===== config.mk =====
export PLATFORM = sky130hd
export DESIGN_NAME = transcript_block_nmd_check_core
export DESIGN_NICKNAME = d
export VERILOG_FILES = /design/src/hw/rtl/nmdc_pkg.sv /design/src/hw/rtl/nmdc_front.sv /design/src/hw/rtl/nmdc_queue.sv /design/src/hw/rtl/nmdc_back.sv /design/src/hw/rtl/transcript_block_nmd_check_core.sv
export SDC_FILE = /design/constraint.sdc
export NUM_CORES = 2
export LEC_CHECK = 0
export BUFFER_PORTS_ARGS = -buffer_cell sky130_fd_sc_hd__buf_2
export CAP_MARGIN = 20
export CELL_PAD_IN_SITES_DETAIL_PLACEMENT = 0
export CELL_PAD_IN_SITES_GLOBAL_PLACEMENT = 1
export CORE_MARGIN = 3
export CORE_UTILIZATION = 45
export CTS_CLUSTER_DIAMETER = 200
export DETAILED_ROUTE_END_ITERATION = 7
export MAX_ROUTING_LAYER = met4
export PLACE_DENSITY = 0.71
export SETUP_SLACK_MARGIN = 0.4
export SLEW_MARGIN = 20
export SYNTH_ARGS = -nofsm -noshare
export SYNTH_HDL_FRONTEND = slang
export SYNTH_HIERARCHICAL = 1
export SYNTH_SLANG_ARGS = --single-unit

===== constraint.sdc =====
create_clock -name clk_i -period 10.5 [get_ports clk_i]
set_input_delay 0.525 -clock clk_i [delete_from_list [all_inputs] [get_ports clk_i]]
set_output_delay 0.525 -clock clk_i [all_outputs]
set_load 0.005 [all_outputs]

===== src/hw/rtl/nmdc_pkg.sv =====
// shared types and constants for the transcript block nmd check
`timescale 1ns / 1ps

package nmdc_pkg;

  localparam int unsigned MaxExonsDef   = 4096;
  localparam int unsigned QueueDepthDef = 2;

  localparam int unsigned CfgW   = 16;
  localparam int unsigned PosW   = 31;
  localparam int unsigned SumW   = 32;
  localparam int unsigned AmtW   = 33;
  localparam int unsigned GapW   = 34;
  localparam int unsigned CountW = 13;

  localparam logic [CfgW-1:0] NmdMinReset    = 16'd55;
  localparam logic [CfgW-1:0] IntronGapReset = 16'd16;

  localparam logic signed [GapW-1:0] GapOne   = 34'sd1;
  localparam logic signed [GapW-1:0] GapTwo   = 34'sd2;
  localparam logic signed [GapW-1:0] GapThree = 34'sd3;

  typedef enum logic [0:0] {
    CfgNmdMinBases  = 1'b0,
    CfgIntronMinGap = 1'b1
  } cfg_idx_e;

  // one classified block, handed from front to back
  typedef struct packed {
    logic            first;
    logic            last;
    logic            strand;
    logic            coding;
    logic            shift;
    logic            stop;
    logic            exon;
    logic            intron_plus;
    logic            intron_minus;
    logic [AmtW-1:0] amt;
  } entry_t;

endpackage


===== src/hw/rtl/nmdc_front.sv =====
// front end: accepts blocks, tracks transcript context and classifies gaps
`timescale 1ns / 1ps

module nmdc_front (
  input  logic                         clk_i,
  input  logic                         rst_ni,
  input  logic                         in_valid_i,
  output logic                         in_ready_o,
  input  logic [nmdc_pkg::PosW-1:0]    transcript_start_i,
  input  logic [nmdc_pkg::PosW-1:0]    coding_start_i,
  input  logic [nmdc_pkg::PosW-1:0]    coding_end_i,
  input  logic                         plus_strand_i,
  input  logic [nmdc_pkg::PosW-1:0]    block_offset_i,
  input  logic [nmdc_pkg::PosW-1:0]    block_size_i,
  input  logic                         last_block_i,
  input  logic [nmdc_pkg::CfgW-1:0]    intron_min_gap_i,
  output logic                         entry_valid_o,
  input  logic                         entry_ready_i,
  output nmdc_pkg::entry_t             entry_o
);

  // transcript context
  logic                      mid_q;
  logic [nmdc_pkg::PosW-1:0] hs_q, cs_q, ce_q;
  logic                      strand_q;
  logic [nmdc_pkg::SumW-1:0] prev_q;

  // stage one registers
  logic                             s1_valid_q;
  logic                             s1_first_q, s1_last_q, s1_strand_q, s1_coding_q;
  logic [nmdc_pkg::PosW-1:0]        s1_cs_q, s1_ce_q;
  logic [nmdc_pkg::SumW-1:0]        s1_s_q;
  logic [nmdc_pkg::AmtW-1:0]        s1_e_q;
  logic [nmdc_pkg::AmtW-1:0]        s1_gstart_q;
  logic signed [nmdc_pkg::GapW-1:0] s1_gap_q;

  logic                      accept;
  logic [nmdc_pkg::PosW-1:0] cur_hs, cur_cs, cur_ce;
  logic                      cur_strand;
  logic [nmdc_pkg::SumW-1:0] rel_end;

  assign in_ready_o = !s1_valid_q || entry_ready_i;
  assign accept     = in_valid_i && in_ready_o;

  assign cur_hs     = mid_q ? hs_q : transcript_start_i;
  assign cur_cs     = mid_q ? cs_q : coding_start_i;
  assign cur_ce     = mid_q ? ce_q : coding_end_i;
  assign cur_strand = mid_q ? strand_q : plus_strand_i;
  assign rel_end    = {1'b0, block_offset_i} + {1'b0, block_size_i};

  always_ff @(posedge clk_i or negedge rst_ni) begin
    if (!rst_ni) begin
      mid_q      <= 1'b0;
      hs_q       <= '0;
      cs_q       <= '0;
      ce_q       <= '0;
      strand_q   <= 1'b0;
      prev_q     <= '0;
      s1_valid_q <= 1'b0;
    end else begin
      if (accept) begin
        mid_q    <= !last_block_i;
        hs_q     <= cur_hs;
        cs_q     <= cur_cs;
        ce_q     <= cur_ce;
        strand_q <= cur_strand;
        prev_q   <= rel_end;
        s1_valid_q <= 1'b1;
      end else if (entry_ready_i) begin
        s1_valid_q <= 1'b0;
      end
    end
  end

  always_ff @(posedge clk_i) begin
    if (accept) begin
      s1_first_q  <= !mid_q;
      s1_last_q   <= last_block_i;
      s1_strand_q <= cur_strand;
      s1_coding_q <= cur_cs < cur_ce;
      s1_cs_q     <= cur_cs;
      s1_ce_q     <= cur_ce;
      s1_s_q      <= {1'b0, cur_hs} + {1'b0, block_offset_i};
      s1_e_q      <= {2'b0, cur_hs} + {1'b0, rel_end};
      s1_gstart_q <= {2'b0, cur_hs} + {1'b0, prev_q};
      s1_gap_q    <= $signed({3'b0, block_offset_i}) - $signed({2'b0, prev_q});
    end
  end

  // stage two: gap classes and base contribution
  logic                      small_gap, is_shift, is_stop, big_gap;
  logic [nmdc_pkg::SumW-1:0] lo;
  logic [nmdc_pkg::AmtW-1:0] hi, amt_plus, amt_minus;

  always_comb begin
    is_shift  = (s1_gap_q == nmdc_pkg::GapOne) || (s1_gap_q == nmdc_pkg::GapTwo);
    is_stop   = s1_gap_q == nmdc_pkg::GapThree;
    small_gap = is_shift || is_stop;
    big_gap   = s1_gap_q > $signed({18'd0, intron_min_gap_i});

    lo = (s1_s_q > {1'b0, s1_ce_q}) ? s1_s_q : {1'b0, s1_ce_q};
    amt_plus = (s1_e_q > {1'b0, lo}) ? s1_e_q - {1'b0, lo} : '0;
    hi = (s1_e_q < {2'b0, s1_cs_q}) ? s1_e_q : {2'b0, s1_cs_q};
    amt_minus = (hi > {1'b0, s1_s_q}) ? hi - {1'b0, s1_s_q} : '0;

    entry_o.first        = s1_first_q;
    entry_o.last         = s1_last_q;
    entry_o.strand       = s1_strand_q;
    entry_o.coding       = s1_coding_q;
    entry_o.shift        = !s1_first_q && is_shift;
    entry_o.stop         = !s1_first_q && is_stop;
    entry_o.exon         = !s1_first_q && !small_gap;
    entry_o.intron_plus  = !s1_first_q && big_gap && s1_strand_q &&
                           ({2'b0, s1_ce_q} < s1_gstart_q);
    entry_o.intron_minus = !s1_first_q && big_gap && !s1_strand_q &&
                           ({1'b0, s1_s_q} < {2'b0, s1_cs_q});
    entry_o.amt          = s1_strand_q ? amt_plus : amt_minus;
  end

  assign entry_valid_o = s1_valid_q;

endmodule


===== src/hw/rtl/nmdc_queue.sv =====
// short queue of classified blocks between front and back
`timescale 1ns / 1ps

module nmdc_queue #(
  parameter int unsigned Depth = nmdc_pkg::QueueDepthDef
) (
  input  logic             clk_i,
  input  logic             rst_ni,
  input  logic             push_valid_i,
  output logic             push_ready_o,
  input  nmdc_pkg::entry_t push_data_i,
  output logic             pop_valid_o,
  input  logic             pop_ready_i,
  output nmdc_pkg::entry_t pop_data_o
);

  localparam int unsigned PtrW = (Depth > 1) ? $clog2(Depth) : 1;
  localparam int unsigned CntW = $clog2(Depth + 1);
  localparam logic [PtrW-1:0] LastPtr = PtrW'(Depth - 1);
  localparam logic [CntW-1:0] FullCnt = CntW'(Depth);

  nmdc_pkg::entry_t mem_q [Depth];
  logic [PtrW-1:0]  wr_q, rd_q;
  logic [CntW-1:0]  cnt_q;
  logic             push, pop;

  assign push_ready_o = cnt_q != FullCnt;
  assign pop_valid_o  = cnt_q != '0;
  assign push         = push_valid_i && push_ready_o;
  assign pop          = pop_valid_o && pop_ready_i;
  assign pop_data_o   = mem_q[rd_q];

  always_ff @(posedge clk_i or negedge rst_ni) begin
    if (!rst_ni) begin
      wr_q  <= '0;
      rd_q  <= '0;
      cnt_q <= '0;
    end else begin
      if (push) begin
        wr_q <= (wr_q == LastPtr) ? '0 : wr_q + PtrW'(1);
      end
      if (pop) begin
        rd_q <= (rd_q == LastPtr) ? '0 : rd_q + PtrW'(1);
      end
      if (push && !pop) begin
        cnt_q <= cnt_q + CntW'(1);
      end else if (pop && !push) begin
        cnt_q <= cnt_q - CntW'(1);
      end
    end
  end

  always_ff @(posedge clk_i) begin
    if (push) begin
      mem_q[wr_q] <= push_data_i;
    end
  end

endmodule


===== src/hw/rtl/nmdc_back.sv =====
// back end: running base sums, gap flags, exon tally and result register
`timescale 1ns / 1ps

module nmdc_back #(
  parameter int unsigned MaxExons = nmdc_pkg::MaxExonsDef
) (
  input  logic                          clk_i,
  input  logic                          rst_ni,
  input  logic                          entry_valid_i,
  output logic                          entry_ready_o,
  input  nmdc_pkg::entry_t              entry_i,
  input  logic [nmdc_pkg::CfgW-1:0]     nmd_min_bases_i,
  output logic                          out_valid_o,
  input  logic                          out_ready_i,
  output logic                          nmd_target_o,
  output logic                          frame_shift_o,
  output logic                          genomic_stop_o,
  output logic [nmdc_pkg::CountW-1:0]   exon_count_o
);

  localparam int unsigned TallyW = $clog2(MaxExons + 1);
  localparam logic [TallyW-1:0] TallyMax = TallyW'(MaxExons);
  localparam logic [TallyW-1:0] TallyOne = TallyW'(1);

  logic [nmdc_pkg::SumW-1:0] tail_q, tail_d, snap_q, snap_d, head_q, head_d;
  logic                      fis_q, fis_d, shift_q, shift_d, stop_q, stop_d;
  logic [TallyW-1:0]         tally_q, tally_d;

  logic                           out_valid_q;
  logic                           nmd_q, fs_q, gs_q;
  logic [nmdc_pkg::CountW-1:0]    cnt_q;

  logic                           pop, nmd_d;
  logic [nmdc_pkg::SumW-1:0]      tail_b, head_b;
  logic [nmdc_pkg::SumW+1:0]      tail_sum, head_sum;
  logic [nmdc_pkg::SumW-1:0]      bases;
  logic [TallyW+nmdc_pkg::CountW-1:0] tally_ext;

  assign entry_ready_o = !entry_i.last || !out_valid_q || out_ready_i;
  assign pop           = entry_valid_i && entry_ready_o;

  always_comb begin
    tail_b  = entry_i.first ? '0 : tail_q;
    head_b  = entry_i.first ? '0 : head_q;
    snap_d  = entry_i.first ? '0 : snap_q;
    fis_d   = entry_i.first ? 1'b0 : fis_q;
    shift_d = (entry_i.first ? 1'b0 : shift_q) || entry_i.shift;
    stop_d  = (entry_i.first ? 1'b0 : stop_q) || entry_i.stop;
    tally_d = entry_i.first ? TallyOne : tally_q;
    if (entry_i.exon && tally_d < TallyMax) begin
      tally_d = tally_d + TallyW'(1);
    end

    if (entry_i.intron_plus) begin
      snap_d = tail_b;
      fis_d  = 1'b1;
    end
    if (entry_i.intron_minus) begin
      fis_d = 1'b1;
    end

    tail_sum = {2'b0, tail_b} + {1'b0, entry_i.amt};
    head_sum = {2'b0, head_b} + {1'b0, entry_i.amt};
    tail_d   = tail_b;
    head_d   = head_b;
    if (entry_i.strand) begin
      tail_d = (tail_sum[nmdc_pkg::SumW+1:nmdc_pkg::SumW] != 2'b0) ? '1
             : tail_sum[nmdc_pkg::SumW-1:0];
    end else if (fis_d) begin
      head_d = (head_sum[nmdc_pkg::SumW+1:nmdc_pkg::SumW] != 2'b0) ? '1
             : head_sum[nmdc_pkg::SumW-1:0];
    end

    bases     = entry_i.strand ? snap_d : head_d;
    nmd_d     = entry_i.coding && fis_d && (bases >= {16'd0, nmd_min_bases_i});
    tally_ext = {{nmdc_pkg::CountW{1'b0}}, tally_d};
  end

  always_ff @(posedge clk_i or negedge rst_ni) begin
    if (!rst_ni) begin
      tail_q      <= '0;
      snap_q      <= '0;
      head_q      <= '0;
      fis_q       <= 1'b0;
      shift_q     <= 1'b0;
      stop_q      <= 1'b0;
      tally_q     <= TallyOne;
      out_valid_q <= 1'b0;
    end else begin
      if (pop) begin
        tail_q  <= tail_d;
        snap_q  <= snap_d;
        head_q  <= head_d;
        fis_q   <= fis_d;
        shift_q <= shift_d;
        stop_q  <= stop_d;
        tally_q <= tally_d;
      end
      if (pop && entry_i.last) begin
        out_valid_q <= 1'b1;
      end else if (out_ready_i) begin
        out_valid_q <= 1'b0;
      end
    end
  end

  always_ff @(posedge clk_i) begin
    if (pop && entry_i.last) begin
      nmd_q <= nmd_d;
      fs_q  <= shift_d;
      gs_q  <= stop_d;
      cnt_q <= tally_ext[nmdc_pkg::CountW-1:0];
    end
  end

  assign out_valid_o    = out_valid_q;
  assign nmd_target_o   = nmd_q;
  assign frame_shift_o  = fs_q;
  assign genomic_stop_o = gs_q;
  assign exon_count_o   = cnt_q;

endmodule


===== src/hw/rtl/transcript_block_nmd_check_core.sv =====
// top level of the transcript block nmd check
// path: front stage-one registers, then the queue, then the back end result register
// throughput: one block per cycle while the result output is not stalled
// a two-entry queue between classifier and accumulator absorbs output stalls
// reset: asynchronous, active low; clears context, queue and output valid
// registers return to 55 minimum bases and a 16 base intron threshold
`timescale 1ns / 1ps

module transcript_block_nmd_check_core #(
  parameter int unsigned MaxExons   = nmdc_pkg::MaxExonsDef,
  parameter int unsigned QueueDepth = nmdc_pkg::QueueDepthDef
) (
  input  logic         clk_i,
  input  logic         rst_ni,
  input  logic         cfg_we_i,
  input  logic [0:0]   cfg_idx_i,
  input  logic [15:0]  cfg_data_i,
  input  logic         s_axis_tvalid,
  output logic         s_axis_tready,
  // transcript_start[30:0] coding_start[61:31] coding_end[92:62]
  // block_offset[123:93] block_size[154:124] zero fill[159:155]
  input  logic [159:0] s_axis_tdata,
  input  logic         s_axis_tlast,
  // plus_strand[0]
  input  logic         s_axis_tuser,
  output logic         m_axis_tvalid,
  input  logic         m_axis_tready,
  // nmd_target[0] frame_shift[1] genomic_stop[2] exon_count[15:3]
  output logic [15:0]  m_axis_tdata
);

  logic [nmdc_pkg::CfgW-1:0] nmd_min_q, gap_min_q;

  always_ff @(posedge clk_i or negedge rst_ni) begin
    if (!rst_ni) begin
      nmd_min_q <= nmdc_pkg::NmdMinReset;
      gap_min_q <= nmdc_pkg::IntronGapReset;
    end else if (cfg_we_i) begin
      unique case (nmdc_pkg::cfg_idx_e'(cfg_idx_i))
        nmdc_pkg::CfgNmdMinBases:  nmd_min_q <= cfg_data_i;
        nmdc_pkg::CfgIntronMinGap: gap_min_q <= cfg_data_i;
        default: ;
      endcase
    end
  end

  logic             f_valid, f_ready, b_valid, b_ready;
  nmdc_pkg::entry_t f_entry, b_entry;

  nmdc_front u_front (
    .clk_i              (clk_i),
    .rst_ni             (rst_ni),
    .in_valid_i         (s_axis_tvalid),
    .in_ready_o         (s_axis_tready),
    .transcript_start_i (s_axis_tdata[30:0]),
    .coding_start_i     (s_axis_tdata[61:31]),
    .coding_end_i       (s_axis_tdata[92:62]),
    .plus_strand_i      (s_axis_tuser),
    .block_offset_i     (s_axis_tdata[123:93]),
    .block_size_i       (s_axis_tdata[154:124]),
    .last_block_i       (s_axis_tlast),
    .intron_min_gap_i   (gap_min_q),
    .entry_valid_o      (f_valid),
    .entry_ready_i      (f_ready),
    .entry_o            (f_entry)
  );

  nmdc_queue #(
    .Depth (QueueDepth)
  ) u_queue (
    .clk_i        (clk_i),
    .rst_ni       (rst_ni),
    .push_valid_i (f_valid),
    .push_ready_o (f_ready),
    .push_data_i  (f_entry),
    .pop_valid_o  (b_valid),
    .pop_ready_i  (b_ready),
    .pop_data_o   (b_entry)
  );

  nmdc_back #(
    .MaxExons (MaxExons)
  ) u_back (
    .clk_i           (clk_i),
    .rst_ni          (rst_ni),
    .entry_valid_i   (b_valid),
    .entry_ready_o   (b_ready),
    .entry_i         (b_entry),
    .nmd_min_bases_i (nmd_min_q),
    .out_valid_o     (m_axis_tvalid),
    .out_ready_i     (m_axis_tready),
    .nmd_target_o    (m_axis_tdata[0]),
    .frame_shift_o   (m_axis_tdata[1]),
    .genomic_stop_o  (m_axis_tdata[2]),
    .exon_count_o    (m_axis_tdata[15:3])
  );

endmodule


==> results.yml <==
run_status:
  status: "completed"
floorplanning:
  num_rows: 112
  start_util_pct: 45.7
  pin_count: 202
  die_area_um2: 99100
  die_h_um: 315
  core_um2: 93900
  die_x_um: 315
synthesis:
  yosysTopAreaCell: "edfxtp_1"
  synthFlopType: "edfxtp_1"
  synth_compound_area_share_pct: 19.1
  syn-num-nets: 5020
  syn_area_um2: 42900
  ys_seq_area_share_pct: 37.0
  synth.distinct_cells: 107
  yosys_warnings: 6
  synth-seq-cells: 574
  syn_inst: 4360
  synthMuxAreaShare_pct: 8.54
  synthAdderAreaFrac_pct: 14.0
  synth_area_leaders: "edfxtp_1 (21%), dfrtp_1 (16%), ha_1 (14%)"
  synth_edf_count: 297
  yosysMostFrequentCell: "ha_1"
  syn_avg_cell_area_um2: 9.84
  synth_top_area_share_pct: 20.8
  yosys.area_share.simple_pct: 11.9
  synth-xor-area-share_pct: 5.10
  ys_async_sr_fraction_pct: 48.3
  synth_commonest_cells: "ha_1 (467), nand2_1 (369), inv_1 (312)"
  synth_top_family_by_area: "compound AO/OA/AOI/OAI gates"
placement:
  gp_congestion: 0.924
  dp_hpwl_mm: 93.7
  portBuffers: 196
clocking:
  cts-htree-levels: 3
  cts_resized: 0
  numCtsBuffers: 69
  clk_pin_slew_ps: 60
  clk_latency_ps: 640
  cts.sink_count: 574
  ctsRootBufferMaster: "clkbuf_16"
  clk_path_buf_depth: 3
  cts_tree: "done"
  holdBufCountCts: 1
  post_cts_buffers: 0
job:
  maxCapViolations: 0
layout:
  drive_above_1_share_pct: 14.4
  area_growth_pct: 10.1
  nets: 5171
timing:
  finalSetupViolations: 0
  tightest_slew_ps: 1070
  finalCriticalPeriod_ps: 7520
  slew_viol_final: 0
  hold_ws_ps: 128
  hold_viol: 0
  relSlewSlack_pct: 28.6
  fin_tns_setup_ps: 0
  finalClockSkew_ps: 39.9
  fmax_mhz: 133
  period_share_pct: 71.6
  rsz0062_at_grt: "false"
global_routing:
  first_global_vias: 32183
  grt_usage_pct: 24.4
  grt_pass1_wl_mm: 183
  grt_overflow: 0
  antenna_found_initial: 7
  grt_max_degree: 141
critical_path:
  critical_path_class: "reg2reg"
  crit_buf_inv: 3
  reg2reg_depth: 27
  crit_family: "compound AO/OA/AOI/OAI gates"
  slowest_stage: "buf_4"
  end_kind: "flip-flop"
  worstPathMaxFanout: 43
  critPathArrivalTime_ps: 7840
  path_common_cell: "a21oi_1"
  path_depth: 27
  cp-start-kind: "flip-flop"
  crit_required_ps: 10820
  slowest_delay_ps: 580
route:
  wl_per_cell_um: 20.4
  drtAntennaViolNets: 0
  drtPass1Iterations: 6
  routed-wl-met2_mm: 55.7
  drt-met1-wl_mm: 56.0
  routed.top_layer: "met4"
  drt_wl_total_mm: 119
  drc: 0
  num_vias: 32576
  vias_per_cell: 5.59
  wl_met3_mm: 3.74
  drt_iter0_markers: 2095
hold_path:
  min-delay-path-class: "in2reg"
  holdPathStages: 2
[worst register-to-register path: stages (launching register included)]
cell and delay (ps):
dfrtp_2 340, buf_4 580, mux2_4 550, inv_1 160, buf_4 260, nand2_1 180, fa_1 480, nand3b_1 180
a32o_1 300, o21a_4 240, a2111oi_4 320, nor2_2 150, o21a_1 240, a31oi_4 500, o22ai_1 240, o22ai_1 210
ha_1 280, a21oi_1 130, o21ai_0 120, a21oi_1 220, o21ai_0 150, a21oi_1 180, nor3_1 60, or3_1 420
a221oi_1 270, o211a_1 180, and3_1 130, a41oi_1 180
[sequential cells by signal, summed over array words and instances, names as in the netlist, 13 cells and up]
signal / count
u_front/s1_ce_q: 31
u_front/s1_cs_q: 31
gap_min_q: 16
u_front/hs_q: 31
u_front/s1_gstart_q: 33
u_front/s1_e_q: 33
u_queue/mem_q: 84
u_front/prev_q: 32
u_front/cs_q: 31
u_front/ce_q: 31
u_front/s1_gap_q: 33
u_back/tail_q: 32
u_back/snap_q: 32
u_back/tally_q: 13
u_front/s1_s_q: 32
u_back/exon_count_o: 13
u_back/head_q: 32
nmd_min_q: 16
[metal layers]
metal	vias to the layer above	global-route usage [%]
met5	-	-
met4	0	6.48
met3	160	2.43
met2	559	40.0
met1	15560	32.5
li1	16297	-
[placed cells by master (no fill, tap or decap), types with 28 or more instances in the layout]
cell       netlist  routed
mux2_2         195     195
and3_1          31      30
buf_2           16     195
a21o_1         193     193
o21bai_1        32      32
o21ai_0        261     261
o22ai_1         89      89
edfxtp_1       297     297
o21a_1          59      58
a31oi_1         28      28
nand3_1         55      55
xor2_1          94      94
mux2_4          49      49
nor3_1          54      53
xnor2_1        156     156
nor2b_1        136     136
nand4_1         61      61
nor2_1         195     193
mux2i_1         73      73
a211oi_1        35      35
ha_1           467     467
nand2b_1        45      45
dfrtp_1        270     268
inv_1          312     312
clkbuf_16        0      70
a21oi_1        305     305
nand2_1        369     367
[through the flow]
step / cell area [µm²] / cells / util [%] / worst slack, ps
after floorplan: 42900 / 4360 / - / 3120
after global placement: 45000 / 5693 / 47.9 / 2960
after detailed placement: 45000 / 5693 / 47.9 / 2950
after CTS: 47200 / 5821 / 50.3 / 2940
after global routing: 47200 / 5823 / 50.3 / 2620
final: 47200 / 5824 / 50.3 / 2980
[path summary, 6_finish.rpt]
path                                        startpoint                                 to  slack, ps
min in group asynchronous                       rst_ni       u_front/hs_q[10]$_DFFE_PN0P_        490
setup reg to reg              u_queue/rd_q$_DFFE_PN0P_      u_back/nmd_target_o$_DFFE_PP_       2980
max in group asynchronous                       rst_ni           u_queue/rd_q$_DFFE_PN0P_       8620
hold / removal                           s_axis_tvalid  u_front/entry_valid_o$_DFFE_PN0P_        130
setup / recovery              u_queue/rd_q$_DFFE_PN0P_      u_back/nmd_target_o$_DFFE_PP_       2980
hold reg to reg            u_front/s1_last_q$_DFFE_PP_     u_queue/mem_q[0][40]$_DFFE_PP_        440
[kinds of logic (layout without fill, tap and decap cells)]
| kind of cell | count (synthesis) | in the layout |
|---|---|---|
| compound gates | 1241 | 1241 |
| simple gates | 1049 | 1049 |
| flops | 574 | 574 |
| fa+ha+maj | 476 | 476 |
| buf+inv | 452 | 659 |
| mux | 317 | 317 |
| xor+xnor | 250 | 250 |
| other cells | 1 | 4 |
[cell type report]
cell class | instances | area, µm²
fill | 8887 | 46700
inverter | 313 | 1180
multi-input combinational | 3334 | 25200
clock inverter | 31 | 330
sequential | 574 | 15900
clock buffer | 96 | 1900
tap | 1254 | 1570
antenna | 3 | 7.51
timing repair buffer | 219 | 1180
Power is left out: the tool's default activity adds up to more than one toggle a clock period on the data nets, which glitch-free logic cannot reach.
